## config.mk

```make
export PLATFORM = sky130hd
export DESIGN_NAME = shuffled_combined_lcg_generator_top
export DESIGN_NICKNAME = d
export VERILOG_FILES = /design/src/rtl/core/sclg_pkg.sv /design/src/rtl/core/sclg_step.sv /design/src/rtl/core/sclg_index.sv /design/src/rtl/core/sclg_table.sv /design/src/rtl/core/shuffled_combined_lcg_generator_top.sv
export SDC_FILE = /design/constraint.sdc
export NUM_CORES = 2
export LEC_CHECK = 0
export ABC_CLOCK_PERIOD_IN_PS = 18900
export BUFFER_PORTS_ARGS = -buffer_cell sky130_fd_sc_hd__buf_2
export CAP_MARGIN = 0
export CORE_MARGIN = 1
export CORE_UTILIZATION = 60
export CTS_CLUSTER_DIAMETER = 200
export DETAILED_ROUTE_END_ITERATION = 8
export PLACE_DENSITY_LB_ADDON = 0.3
export SLEW_MARGIN = 20
export SYNTH_ARGS = -nofsm -noshare
export SYNTH_HDL_FRONTEND = slang
export SYNTH_SLANG_ARGS = --single-unit
```

## constraint.sdc

```tcl
create_clock -name clk -period 18.9 [get_ports clk]
set_input_delay 5.67 -clock clk [delete_from_list [all_inputs] [get_ports clk]]
set_output_delay 5.67 -clock clk [all_outputs]
set_load 0.05 [all_outputs]
```

## src/rtl/core/sclg_pkg.sv

```systemverilog
// ----------------------------------------------------------------------------
// sclg_pkg: shared types and constants of the shuffled combined LCG
// Moduli, multipliers, fold constants and the step unit's result record.
// ----------------------------------------------------------------------------
package sclg_pkg;

	localparam int VAL_W = 31;
	localparam int MUL_W = 16;
	localparam int PROD_W = VAL_W + MUL_W;

	localparam logic [VAL_W-1:0] MOD_ONE = 31'd2147483563;
	localparam logic [VAL_W-1:0] MOD_TWO = 31'd2147483399;
	localparam logic [MUL_W-1:0] MUL_ONE = 16'd40014;
	localparam logic [MUL_W-1:0] MUL_TWO = 16'd40692;

	// 2^31 minus each modulus, used to fold the high product bits back in
	localparam logic [7:0] FOLD_ONE = 8'(64'd2147483648 - 64'(MOD_ONE));
	localparam logic [7:0] FOLD_TWO = 8'(64'd2147483648 - 64'(MOD_TWO));

	localparam logic [VAL_W-1:0] WRAP_TOP = MOD_ONE - 31'd1;
	localparam logic [VAL_W-1:0] GEN1_RESET = 31'd1;
	localparam logic [VAL_W-1:0] GEN2_RESET = 31'd123456789;

	localparam int WARM_EXTRA = 8;

	localparam int IDX_PRE_SHIFT = 15;
	localparam int IDX_RECIP_SHIFT = 40;

	typedef struct packed {
		logic done;
		logic [VAL_W-1:0] g1;
		logic [VAL_W-1:0] g2;
	} step_res_t;

endpackage

```

## src/rtl/core/sclg_step.sv

```systemverilog
// ----------------------------------------------------------------------------
// sclg_step: two-lane modular multiply step
// Stage one forms both constant products, stage two folds each product into
// its modulus with one compare and subtract. Results hold until the next start.
// ----------------------------------------------------------------------------
module sclg_step (
	input  logic                       clk,
	input  logic                       arst_n,
	input  logic                       start,
	input  logic [sclg_pkg::VAL_W-1:0] a1,
	input  logic [sclg_pkg::VAL_W-1:0] a2,
	output sclg_pkg::step_res_t        res
);
	import sclg_pkg::*;

	logic              vld_s1;
	logic              vld_s2;
	logic [PROD_W-1:0] p1_s1;
	logic [PROD_W-1:0] p2_s1;
	logic [VAL_W-1:0]  g1_s2;
	logic [VAL_W-1:0]  g2_s2;

	function automatic logic [VAL_W-1:0] fold_mod(
		input logic [PROD_W-1:0] p,
		input logic [7:0]        c,
		input logic [VAL_W-1:0]  m
	);
		logic [VAL_W:0] f;
		f = (VAL_W+1)'(p[VAL_W-1:0]) + (VAL_W+1)'(p[PROD_W-1:VAL_W]) * (VAL_W+1)'(c);
		if (f >= (VAL_W+1)'(m)) begin
			f = f - (VAL_W+1)'(m);
		end
		return f[VAL_W-1:0];
	endfunction

	always_ff @(posedge clk or negedge arst_n) begin
		if (!arst_n) begin
			vld_s1 <= 1'b0;
			vld_s2 <= 1'b0;
		end else begin
			vld_s1 <= start;
			vld_s2 <= vld_s1;
		end
	end

	always_ff @(posedge clk) begin
		if (start) begin
			p1_s1 <= PROD_W'(a1) * PROD_W'(MUL_ONE);
			p2_s1 <= PROD_W'(a2) * PROD_W'(MUL_TWO);
		end
		if (vld_s1) begin
			g1_s2 <= fold_mod(p1_s1, FOLD_ONE, MOD_ONE);
			g2_s2 <= fold_mod(p2_s1, FOLD_TWO, MOD_TWO);
		end
	end

	assign res.done = vld_s2;
	assign res.g1 = g1_s2;
	assign res.g2 = g2_s2;

endmodule

```

## src/rtl/core/sclg_index.sv

```systemverilog
// ----------------------------------------------------------------------------
// sclg_index: table index from the previous output
// Divides by the slice width with a short reciprocal estimate, one product
// back-check and a single correction, over three register stages.
// ----------------------------------------------------------------------------
module sclg_index #(
	parameter int TABLE_DEPTH = 32
) (
	input  logic                            clk,
	input  logic                            arst_n,
	input  logic                            start,
	input  logic [sclg_pkg::VAL_W-1:0]      din,
	output logic                            ready,
	output logic [$clog2(TABLE_DEPTH)-1:0]  idx
);
	import sclg_pkg::*;

	localparam int IDX_W = $clog2(TABLE_DEPTH);
	localparam int QW = $clog2(TABLE_DEPTH + 2);
	localparam longint unsigned SLICE = 64'd1 + 64'(WRAP_TOP) / 64'(TABLE_DEPTH);
	localparam longint unsigned RECIP = (64'd1 << IDX_RECIP_SHIFT) / SLICE;
	localparam int RECIP_W = $clog2(RECIP + 64'd1);
	localparam int TOP_W = VAL_W - IDX_PRE_SHIFT;
	localparam int PROD_IW = TOP_W + RECIP_W;
	localparam int BND_W = QW + VAL_W;
	localparam int QSH = IDX_RECIP_SHIFT - IDX_PRE_SHIFT;
	localparam logic [QW-1:0] LAST = QW'(TABLE_DEPTH - 1);

	logic               vld_s1;
	logic               vld_s2;
	logic [PROD_IW-1:0] prod_s1;
	logic [VAL_W-1:0]   v_s1;
	logic [VAL_W-1:0]   v_s2;
	logic [QW-1:0]      q_s2;
	logic [BND_W-1:0]   bnd_s2;
	logic [QW-1:0]      qe;
	logic [QW-1:0]      qn;
	logic [QW-1:0]      qsat;
	logic               ready_q;
	logic [IDX_W-1:0]   idx_q;

	assign qe = QW'(prod_s1 >> QSH);

	always_comb begin
		qn = (BND_W'(v_s2) >= bnd_s2) ? QW'(q_s2 + QW'(1)) : q_s2;
		qsat = (qn > LAST) ? LAST : qn;
	end

	always_ff @(posedge clk or negedge arst_n) begin
		if (!arst_n) begin
			vld_s1 <= 1'b0;
			vld_s2 <= 1'b0;
			ready_q <= 1'b1;
			idx_q <= '0;
		end else begin
			vld_s1 <= start;
			vld_s2 <= vld_s1;
			if (start) begin
				ready_q <= 1'b0;
			end else if (vld_s2) begin
				ready_q <= 1'b1;
			end
			if (vld_s2) begin
				idx_q <= IDX_W'(qsat);
			end
		end
	end

	always_ff @(posedge clk) begin
		if (start) begin
			prod_s1 <= PROD_IW'(din[VAL_W-1:IDX_PRE_SHIFT]) * PROD_IW'(RECIP);
			v_s1 <= din;
		end
		if (vld_s1) begin
			q_s2 <= qe;
			bnd_s2 <= BND_W'(QW'(qe + QW'(1))) * BND_W'(SLICE);
			v_s2 <= v_s1;
		end
	end

	assign ready = ready_q;
	assign idx = idx_q;

endmodule

```

## src/rtl/core/sclg_table.sv

```systemverilog
// ----------------------------------------------------------------------------
// sclg_table: shuffle table memory
// One write and one registered read per cycle; entries never written read
// as zero through per-entry valid bits.
// ----------------------------------------------------------------------------
module sclg_table #(
	parameter int TABLE_DEPTH = 32
) (
	input  logic                            clk,
	input  logic                            arst_n,
	input  logic                            re,
	input  logic [$clog2(TABLE_DEPTH)-1:0]  raddr,
	input  logic                            we,
	input  logic [$clog2(TABLE_DEPTH)-1:0]  waddr,
	input  logic [sclg_pkg::VAL_W-1:0]      wdata,
	output logic [sclg_pkg::VAL_W-1:0]      rdata
);
	import sclg_pkg::*;

	logic [VAL_W-1:0]       mem [TABLE_DEPTH];
	logic [TABLE_DEPTH-1:0] valid_q;
	logic [VAL_W-1:0]       rdata_q;
	logic                   rvld_q;

	always_ff @(posedge clk or negedge arst_n) begin
		if (!arst_n) begin
			valid_q <= '0;
		end else if (we) begin
			valid_q[waddr] <= 1'b1;
		end
	end

	always_ff @(posedge clk) begin
		if (we) begin
			mem[waddr] <= wdata;
		end
		if (re) begin
			rdata_q <= mem[raddr];
			rvld_q <= valid_q[raddr];
		end
	end

	assign rdata = rvld_q ? rdata_q : '0;

endmodule

```

## src/rtl/core/shuffled_combined_lcg_generator_top.sv

```systemverilog
// ----------------------------------------------------------------------------
// shuffled_combined_lcg_generator_top: shuffled combined LCG generator
// Two multiplicative congruential generators behind a shuffle table; a seed
// command refills the table, and every command returns one number.
// ----------------------------------------------------------------------------
// Every accepted item returns one value in 1..2147483562. A draw passes
// through the two-lane modular multiplier (overlapping the registered table
// read), then through the index divider that turns the new output into the
// next table address; a new item is taken only once that address is ready.
// A seed command first runs TABLE_DEPTH+8 warm-up steps through the
// multiplier, then draws as any other item does. An output register holds a
// finished value while the next item is taken in.
// ----------------------------------------------------------------------------
module shuffled_combined_lcg_generator_top #(
	parameter int TABLE_DEPTH = 32
) (
	input  logic                       clk,
	input  logic                       arst_n,
	input  logic                       cmd_valid,
	output logic                       cmd_stall,
	input  logic                       cmd,
	input  logic [sclg_pkg::VAL_W-1:0] seed_value,
	output logic                       value_valid,
	input  logic                       value_stall,
	output logic [sclg_pkg::VAL_W-1:0] value
);
	import sclg_pkg::*;

	localparam int IDX_W = $clog2(TABLE_DEPTH);
	localparam int CNT_W = $clog2(TABLE_DEPTH + WARM_EXTRA);
	localparam logic [CNT_W-1:0] CNT_INIT = CNT_W'(TABLE_DEPTH + WARM_EXTRA - 1);

	typedef enum logic [4:0] {
		ST_IDLE = 5'b00001,
		ST_WARM = 5'b00010,
		ST_PEND = 5'b00100,
		ST_READ = 5'b01000,
		ST_HOLD = 5'b10000
	} state_t;

	state_t           state_q;
	state_t           state_d;
	logic [VAL_W-1:0] gen1_q;
	logic [VAL_W-1:0] gen2_q;
	logic [CNT_W-1:0] cnt_q;
	logic [VAL_W-1:0] value_q;
	logic             value_valid_q;

	logic             acc;
	logic [VAL_W-1:0] seed_s;
	logic             slot_free;
	logic             warm_done;
	logic             warm_last;
	logic             launch;
	logic             do_combine;
	logic             step_start;
	logic [VAL_W-1:0] step_a1;
	step_res_t        step_res;
	logic             idx_start;
	logic [VAL_W-1:0] idx_din;
	logic             idx_ready;
	logic [IDX_W-1:0] idx;
	logic             tbl_we;
	logic [IDX_W-1:0] tbl_waddr;
	logic [VAL_W-1:0] tbl_rdata;
	logic [VAL_W:0]   diff;
	logic [VAL_W-1:0] y;

	assign cmd_stall = !((state_q == ST_IDLE) && idx_ready);
	assign acc = cmd_valid && !cmd_stall;
	assign seed_s = (seed_value == '0) ? VAL_W'(1) : seed_value;
	assign slot_free = !value_valid_q || !value_stall;
	assign warm_done = (state_q == ST_WARM) && step_res.done;
	assign warm_last = warm_done && (cnt_q == '0);
	assign launch = (acc && !cmd) || ((state_q == ST_PEND) && idx_ready);
	assign do_combine = (((state_q == ST_READ) && step_res.done) || (state_q == ST_HOLD))
		&& slot_free;
	assign step_start = acc || launch || (warm_done && !warm_last);

	always_comb begin
		priority if (state_q == ST_WARM) begin
			step_a1 = step_res.g1;
		end else if ((state_q == ST_IDLE) && cmd) begin
			step_a1 = seed_s;
		end else begin
			step_a1 = gen1_q;
		end
	end

	// wrap the shuffled difference back into 1..WRAP_TOP
	always_comb begin
		diff = {1'b0, tbl_rdata} - {1'b0, step_res.g2};
		if (diff[VAL_W] || (diff == '0)) begin
			y = VAL_W'(diff + (VAL_W+1)'(WRAP_TOP));
		end else begin
			y = diff[VAL_W-1:0];
		end
	end

	assign tbl_we = do_combine || (warm_done && (cnt_q < CNT_W'(TABLE_DEPTH)));
	assign tbl_waddr = (state_q == ST_WARM) ? cnt_q[IDX_W-1:0] : idx;
	assign idx_start = do_combine || warm_last;
	assign idx_din = (state_q == ST_WARM) ? step_res.g1 : y;

	always_comb begin
		state_d = state_q;
		unique case (state_q)
			ST_IDLE: begin
				if (acc) begin
					state_d = cmd ? ST_WARM : ST_READ;
				end
			end
			ST_WARM: begin
				if (warm_last) begin
					state_d = ST_PEND;
				end
			end
			ST_PEND: begin
				if (idx_ready) begin
					state_d = ST_READ;
				end
			end
			ST_READ: begin
				if (step_res.done) begin
					state_d = slot_free ? ST_IDLE : ST_HOLD;
				end
			end
			ST_HOLD: begin
				if (slot_free) begin
					state_d = ST_IDLE;
				end
			end
			default: begin
				state_d = ST_IDLE;
			end
		endcase
	end

	always_ff @(posedge clk or negedge arst_n) begin
		if (!arst_n) begin
			state_q <= ST_IDLE;
			gen1_q <= GEN1_RESET;
			gen2_q <= GEN2_RESET;
			cnt_q <= '0;
			value_valid_q <= 1'b0;
		end else begin
			state_q <= state_d;
			if (acc && cmd) begin
				gen1_q <= seed_s;
				gen2_q <= seed_s;
				cnt_q <= CNT_INIT;
			end
			if (warm_done) begin
				gen1_q <= step_res.g1;
				if (!warm_last) begin
					cnt_q <= cnt_q - CNT_W'(1);
				end
			end
			if (do_combine) begin
				gen1_q <= step_res.g1;
				gen2_q <= step_res.g2;
			end
			if (do_combine) begin
				value_valid_q <= 1'b1;
			end else if (!value_stall) begin
				value_valid_q <= 1'b0;
			end
		end
	end

	always_ff @(posedge clk) begin
		if (do_combine) begin
			value_q <= y;
		end
	end

	assign value_valid = value_valid_q;
	assign value = value_q;

	sclg_step u_step (
		.clk    (clk),
		.arst_n (arst_n),
		.start  (step_start),
		.a1     (step_a1),
		.a2     (gen2_q),
		.res    (step_res)
	);

	sclg_index #(
		.TABLE_DEPTH (TABLE_DEPTH)
	) u_index (
		.clk    (clk),
		.arst_n (arst_n),
		.start  (idx_start),
		.din    (idx_din),
		.ready  (idx_ready),
		.idx    (idx)
	);

	sclg_table #(
		.TABLE_DEPTH (TABLE_DEPTH)
	) u_table (
		.clk    (clk),
		.arst_n (arst_n),
		.re     (launch),
		.raddr  (idx),
		.we     (tbl_we),
		.waddr  (tbl_waddr),
		.wdata  (step_res.g1),
		.rdata  (tbl_rdata)
	);

	a_no_rw_overlap: assert property (@(posedge clk) disable iff (!arst_n)
		!(launch && tbl_we))
		else $error("table read and write in the same cycle");

	a_value_range: assert property (@(posedge clk) disable iff (!arst_n)
		value_valid_q |-> ((value_q != '0) && (value_q <= WRAP_TOP)))
		else $error("value out of range");

	a_step_owner: assert property (@(posedge clk) disable iff (!arst_n)
		step_res.done |-> ((state_q == ST_READ) || (state_q == ST_WARM)))
		else $error("step result with no consumer");

	a_index_busy: assert property (@(posedge clk) disable iff (!arst_n)
		do_combine |=> !idx_ready)
		else $error("index not recomputed after a draw");

endmodule
```

Yosys cells after proc, flatten, opt, wreduce, memory -nomap -nowiden
Memory sizes are Yosys's and may differ from the RTL's. A register that Yosys moved wholly into a read port is not among the register bits.
Index checks and enable logic that the tools add are counted.
- register bits: 415
- bits in writable memories: 992
- input port bits: 36
- output and inout bits: 33
- word-level logic and storage cells: 127
- memories: 1
- memory list (memory ; depth ; width ; read ports ; clocked after Yosys merged registers in ; write ports ; line ; source):
    u_table.mem ; 32 ; 31 ; 1 ; 1 ; 1 ; sclg_table.sv:20 ; logic [VAL_W-1:0] mem [TABLE_DEPTH];
- $add $sub $neg: 9
- multiply operators: 5
- $lt $le $gt $ge: 8
- equal/unequal tests: 11
- mux-type cells: 36
- bitwise logic cells: 1
- reductions and logical operators: 33
- operators with widths (cell ; count):
    31-bit two-way mux ; 12
    32-bit by 31-bit greater-or-equal comparator with 1-bit output (second input constant) ; 2
    31-bit subtractor (second input constant) ; 2
    31-bit by 15-bit multiplier with 46-bit output (second input constant) ; 1
    31-bit by 14-bit multiplier with 45-bit output (second input constant) ; 1
    5-bit two-way mux ; 8
    31-bit by 23-bit adder with 32-bit output ; 1
    31-bit by 24-bit adder with 32-bit output ; 1
    31-bit by 32-bit greater-or-equal comparator with 1-bit output ; 1
    32-bit zero test ; 1
    32-bit OR ; 1
    31-bit by 31-bit subtractor with 32-bit output ; 1
    31-bit adder (second input constant) ; 1
    31-bit zero test ; 1
    6-bit by 25-bit multiplier with 31-bit output (second input constant) ; 1
    5-bit case mux with 5 select lines ; 1
    16-bit by 8-bit multiplier with 24-bit output (second input constant) ; 1
    6-bit two-way mux ; 4
    16-bit by 7-bit multiplier with 23-bit output (second input constant) ; 1
    1-bit logical AND ; 13
    5-bit by 1-bit adder with 6-bit output (second input constant) ; 2
    5-bit by 6-bit less-than comparator with 1-bit output (second input constant) ; 2
    1-bit logical OR ; 8
    1-bit two-way mux ; 8
    19 further kinds ; 28

Depth between registers and ports, before layout
- depth after elaboration: 7
- gate-level depth with buffers: 32
- mapped depth without buffers: 29

By module
A second synthesis with hierarchy kept.
- cell total of the unflattened synthesis: 6329
- area, all modules: 82282.7 um2
- by module, submodules not included (module ; instances ; cells each ; area each (um2) ; seq. area each (um2)):
    sclg_table ; 1 ; 2326 ; 41056.9 ; 31550.3
    sclg_step ; 1 ; 2643 ; 27886.7 ; 4644.5
    shuffled_combined_lcg_generator_top ; 1 ; 970 ; 8109.0 ; 2805.2
    sclg_index ; 1 ; 390 ; 5230.0 ; 2964.1

Least setup slack after synthesis
OpenSTA, ideal clock, no wires.
- path kind: in2reg
- start point: input cmd
- end point: register u_step.p1_s1[46] (data pin)
- setup time: 0.258 ns
- arrival: 12.832 ns
- required time: 18.642 ns
- slack: 5.810 ns
- stages on the path: 28
- path buffers: 3
- cells stage by stage: nand2_1 buf_1 clkbuf_1 buf_1 a21oi_1 o21ai_0 inv_1 fa_1 inv_1 ha_1 fa_1 inv_1 fa_1 fa_1 inv_1 ha_1 a21oi_1 o21ai_0 a21oi_1 nor2b_1 a2111oi_0 o21ai_0 a41oi_1 a31oi_1 a311oi_1 o21ai_0 a21oi_1 xnor2_1
- word-level cells in the longest chain between the ends: 4
- ends and longest elaborated chain (element ; line ; source):
    start, declared ; shuffled_combined_lcg_generator_top.sv:21 ; input logic cmd,
    1-bit logical AND ; shuffled_combined_lcg_generator_top.sv:83 ; end else if ((state_q == ST_IDLE) && cmd) begin
    31-bit two-way mux ; shuffled_combined_lcg_generator_top.sv:83 ;
    31-bit two-way mux ; shuffled_combined_lcg_generator_top.sv:81 ; priority if (state_q == ST_WARM) begin
    named net step_a1[0] ; shuffled_combined_lcg_generator_top.sv:57 ; logic [VAL_W-1:0] step_a1;
    31-bit by 15-bit multiplier with 46-bit output ; sclg_step.sv:48 ; p1_s1 <= PROD_W'(a1) * PROD_W'(MUL_ONE);
    end signal, assigned ; sclg_step.sv:48 ;
    end, declared ; sclg_step.sv:18 ; logic [PROD_W-1:0] p1_s1;
The timed path passes the listed nets, and every way through them passes these cells.
A chain may end at the register's enable or synchronous reset.

Worst setup path in the final report
- start point: input cmd
- end point: register u_step.p1_s1[46] (data pin)
- word-level cells in the longest chain between the ends: 4
- ends and longest elaborated chain (element ; line):
    1-bit logical AND ; shuffled_combined_lcg_generator_top.sv:83
    31-bit two-way mux ; shuffled_combined_lcg_generator_top.sv:83
    31-bit two-way mux ; shuffled_combined_lcg_generator_top.sv:81
    31-bit by 15-bit multiplier with 46-bit output ; sclg_step.sv:48
No other way between the ends.

==> key figures <==
Floorplanning
  – Die Footprint: 137,000 um^2
  – Row count: 134
  – Core Area: 134,000 um^2
  – Die width: 370 um
  – Effective utilization at floorplan: 60.6%
  – IO Pins: 69
  – DIE HEIGHT: 370 um

Clocking
  – Clock latency on the worst-skew pair: 0.82 ns
  – Post-CTS Setup Repair Bufs: 0
  – Resize count post-CTS: 0
  – Worst-path clk slew: 0.06 ns
  – Maximum clock path buffer count: 3
  – CTS Buf Count: 145
  – CTS sink cnt: 1,416
  – H-tree depth: 4
  – TritonCTS clock tree: yes
  – Number of hold-repair buffers added at the cts stage: 0
  – Root Driver: clkbuf_16

STA
  – Tcrit/Tclk final: 71.9%
  – Fin Setup TNS: 0 ns
  – Slew Viols, Final: 0
  – Rel. slew slack: 25.1%
  – RSZ-0062 raised after global routing: no
  – Hold Violations, Final: 0
  – Post-route minimum period: 13.59 ns
  – Slew @ Worst Pin: 1.11 ns
  – Max Fclk: 73.6 MHz
  – Worst-case clock skew: 0.0406 ns
  – Final setup fails: 0

Drt
  – Vias: 48,970
  – Wirelength per Cell: 28.9 um
  – Routed vias/inst: 6.39
  – # DRC: 4
  – Antenna Violating Nets Remaining: 0
  – 1st-pass router iterations: 9
  – Initial DRC count: 5,368
  – Routed WL: 222 mm

Placement
  – Port Buffers: 68
  – Final Wtd Congestion: 0.978
  – Dpl hpwl: 151 mm

Finish
  – Area Overhead vs Synth: 9.67%
  – FF/Latch Area: 42,000 um^2
  – Multi-input gate area: 36,000 um^2
  – Fillers: 9,207
  – Layout Nets: 6,786
  – Share of cells above drive strength 1: 15.0%

Global route
  – First-pass GRT wire length: 326 mm
  – Largest net degree at the start of global routing: 111
  – Vias in the first global route: 49,882
  – Initial antenna violation count: 15
  – Gr ovfl total: 0
  – GRT Total Usage: 33.1%

Critical path
  – Worst Setup SP: cmd
  – Worst Setup Start Kind: primary input
  – Reg2reg path depth: 26
  – R2R Setup Slk: 9.25 ns
  – R2R Path End: u_step.p1_s1[46]
  – Reg-to-reg startpoint: state_q[4]
  – CP required: 19.43 ns
  – Critical Path AT: 14.12 ns
  – WS Path Type: in -> reg
  – Endpoint class of the critical path: register
  – Critical path endpoint: u_step.p1_s1[46]
  – Critical Path Fanout Max: 32

Yosys
  – Yosys reg bits: 1,416
  – Synth Flop Type: edfxtp_1
  – Most area-hungry cell type in the Yosys netlist: edfxtp_1
  – Async set or reset register ratio after synthesis: 8.19%
  – Mapped Cells: 5,626
  – Post-Syn Area per Cell: 14.4 um^2
  – Post-synth EDFFs: 1,300
  – Net Count, Synth: 6,640
  – Synth area leaders: edfxtp_1, fa_1, mux4_2, ha_1, inv_1
  – Distinct cells, synth: 95
  – Sequential cell area fraction in the yosys report: 51.7%
  – Synth Warn #: 0
  – Cell Area, Synth: 81,100 um^2
  – Proportion of netlist area held by the largest area contributor: 48.1%

Job
  – MaxCap Viol Count: 0

Outcome
  – Status: complete, but fails checks
  – Violated checks: DRC

Min path
  – Hold Path Depth: 0
  – HP Class: reg -> reg
==> state kept, by name, summed over array words and instances (netlist names), 6 cells and up <==
register and flops:
gen1_q 31, gen2_q 31, u_index.bnd_s2 30, u_index.v_s1 31, u_table.rdata_q 31, u_index.v_s2 31, u_table.valid_q 32, u_step.g1_s2 31
u_table.mem 992, u_step.p1_s1 46, u_step.p2_s1 45, u_step.g2_s2 31, value 31, cnt_q 6
==> cells by family (layout without fill, tap and decap cells) <==
| family | Yosys count | after routing | share of synthesized area (%) |
|---|---|---|---|
| DFF | 1416 | 1416 | 51.7 |
| adders and majority gates | 984 | 984 | 19.3 |
| buffers and inverters | 925 | 1190 | 4.30 |
| and+or+nand+nor | 851 | 851 | 5.33 |
| AOI/OAI and AO/OA | 783 | 783 | 6.53 |
| muxes | 396 | 396 | 9.89 |
| xor gates and xnor gates | 271 | 271 | 2.93 |
| other | 0 | 5 | 0 |
==> synth_stat cells (9+ instances only) <==
master    instances
buf_1            31
xor2_1           88
o31ai_1          14
nor2_1          217
and2_1           59
a21o_1          116
nand2_1         181
fa_1            448
inv_1           766
o21a_1           33
nand4_1          28
a21oi_1         237
mux4_2          320
o21bai_1         35
o211ai_1         19
or4_1             9
dfstp_2          19
mux2_2           39
edfxtp_1       1300
o21ba_2          14
a221o_1          36
nor3_1           49
dfrtp_1          97
clkbuf_1        124
o21ai_0         120
a211oi_1         19
nor4_1           26
a31oi_1          22
or3_1            19
nor2b_1          23
nand2b_1         33
ha_1            530
mux2i_1          36
or2_2            51
and3_1           51
nand3_1          58
xnor2_1         183
==> critical path, stage by stage <==
cell,delay (ns)
buf_2,0.45
nand2_2,0.76
mux2i_1,0.28
a21oi_1,0.73
xor2_1,0.30
ha_1,0.29
ha_1,0.30
inv_1,0.06
fa_1,0.47
inv_1,0.04
ha_1,0.29
xnor2_1,0.23
fa_1,0.48
fa_1,0.52
inv_1,0.05
ha_1,0.21
or4_1,0.52
a2111oi_0,0.72
o21ai_0,0.36
a41oi_1,0.35
a31oi_1,0.15
a311oi_1,0.41
o21ai_0,0.16
a21oi_1,0.20
xnor2_1,0.09
==> metal layers <==
metal  track usage [%]  share of wire, %  up-vias
li1                  -                 -    20834
met1              43.0                37    24928
met2              54.6                49     2729
met3              7.79               9.9      469
met4              12.0               4.0       10
met5                 0             0.033        -
==> placed cells by master (no fill, tap or decap), types with 88 or more instances in the layout <==
cell type / count
edfxtp_1: 1300
inv_1: 766
ha_1: 530
fa_1: 448
mux4_2: 320
a21oi_1: 236
nor2_1: 184
xnor2_1: 183
nand2_1: 180
clkbuf_16: 148
o21ai_0: 119
a21o_1: 116
dfrtp_1: 90
xor2_1: 88
==> worst min path at each step <==
stage,from,endpoint
4_1_cts,u_index.v_s1[21],u_index.v_s2[21]
3_5_place_dp,u_index.v_s1[15],u_index.v_s2[15]
3_3_place_gp,u_index.v_s1[18],u_index.v_s2[18]
6_report,u_index.v_s1[12],u_index.v_s2[12]
5_1_grt,u_index.v_s1[15],u_index.v_s2[15]
2_1_floorplan,u_index.v_s1[0],u_index.v_s2[0]
==> metrics by stage <==
stage          setup WS, ns  cells  hold slack [ns]  utilization, %  cell area (um^2)
5_1_grt                4.93   7661            0.425            66.5             89000
2_1_floorplan          5.81   5626            0.400               -             81100
6_report               5.31   7664            0.417            66.5             89000
3_5_place_dp           4.62   7385            0.405            62.8             84000
3_3_place_gp           4.72   7384            0.402            62.8             84000
4_1_cts                5.46   7651            0.416            66.4             88800
==> area by class of cell <==
type                       instances  area share, %
antenna                            5         0.0141
clock buffer                     181           4.35
clock inverter                    85           1.05
inverter                         766           3.23
multi-input combinational       3285           40.4
sequential                      1416           47.2
tap                             1768           2.49
timing repair buffer             158           1.26
Power is not shown: default switching activity piles up to over one toggle a cycle in this logic, so the estimate is an artifact.
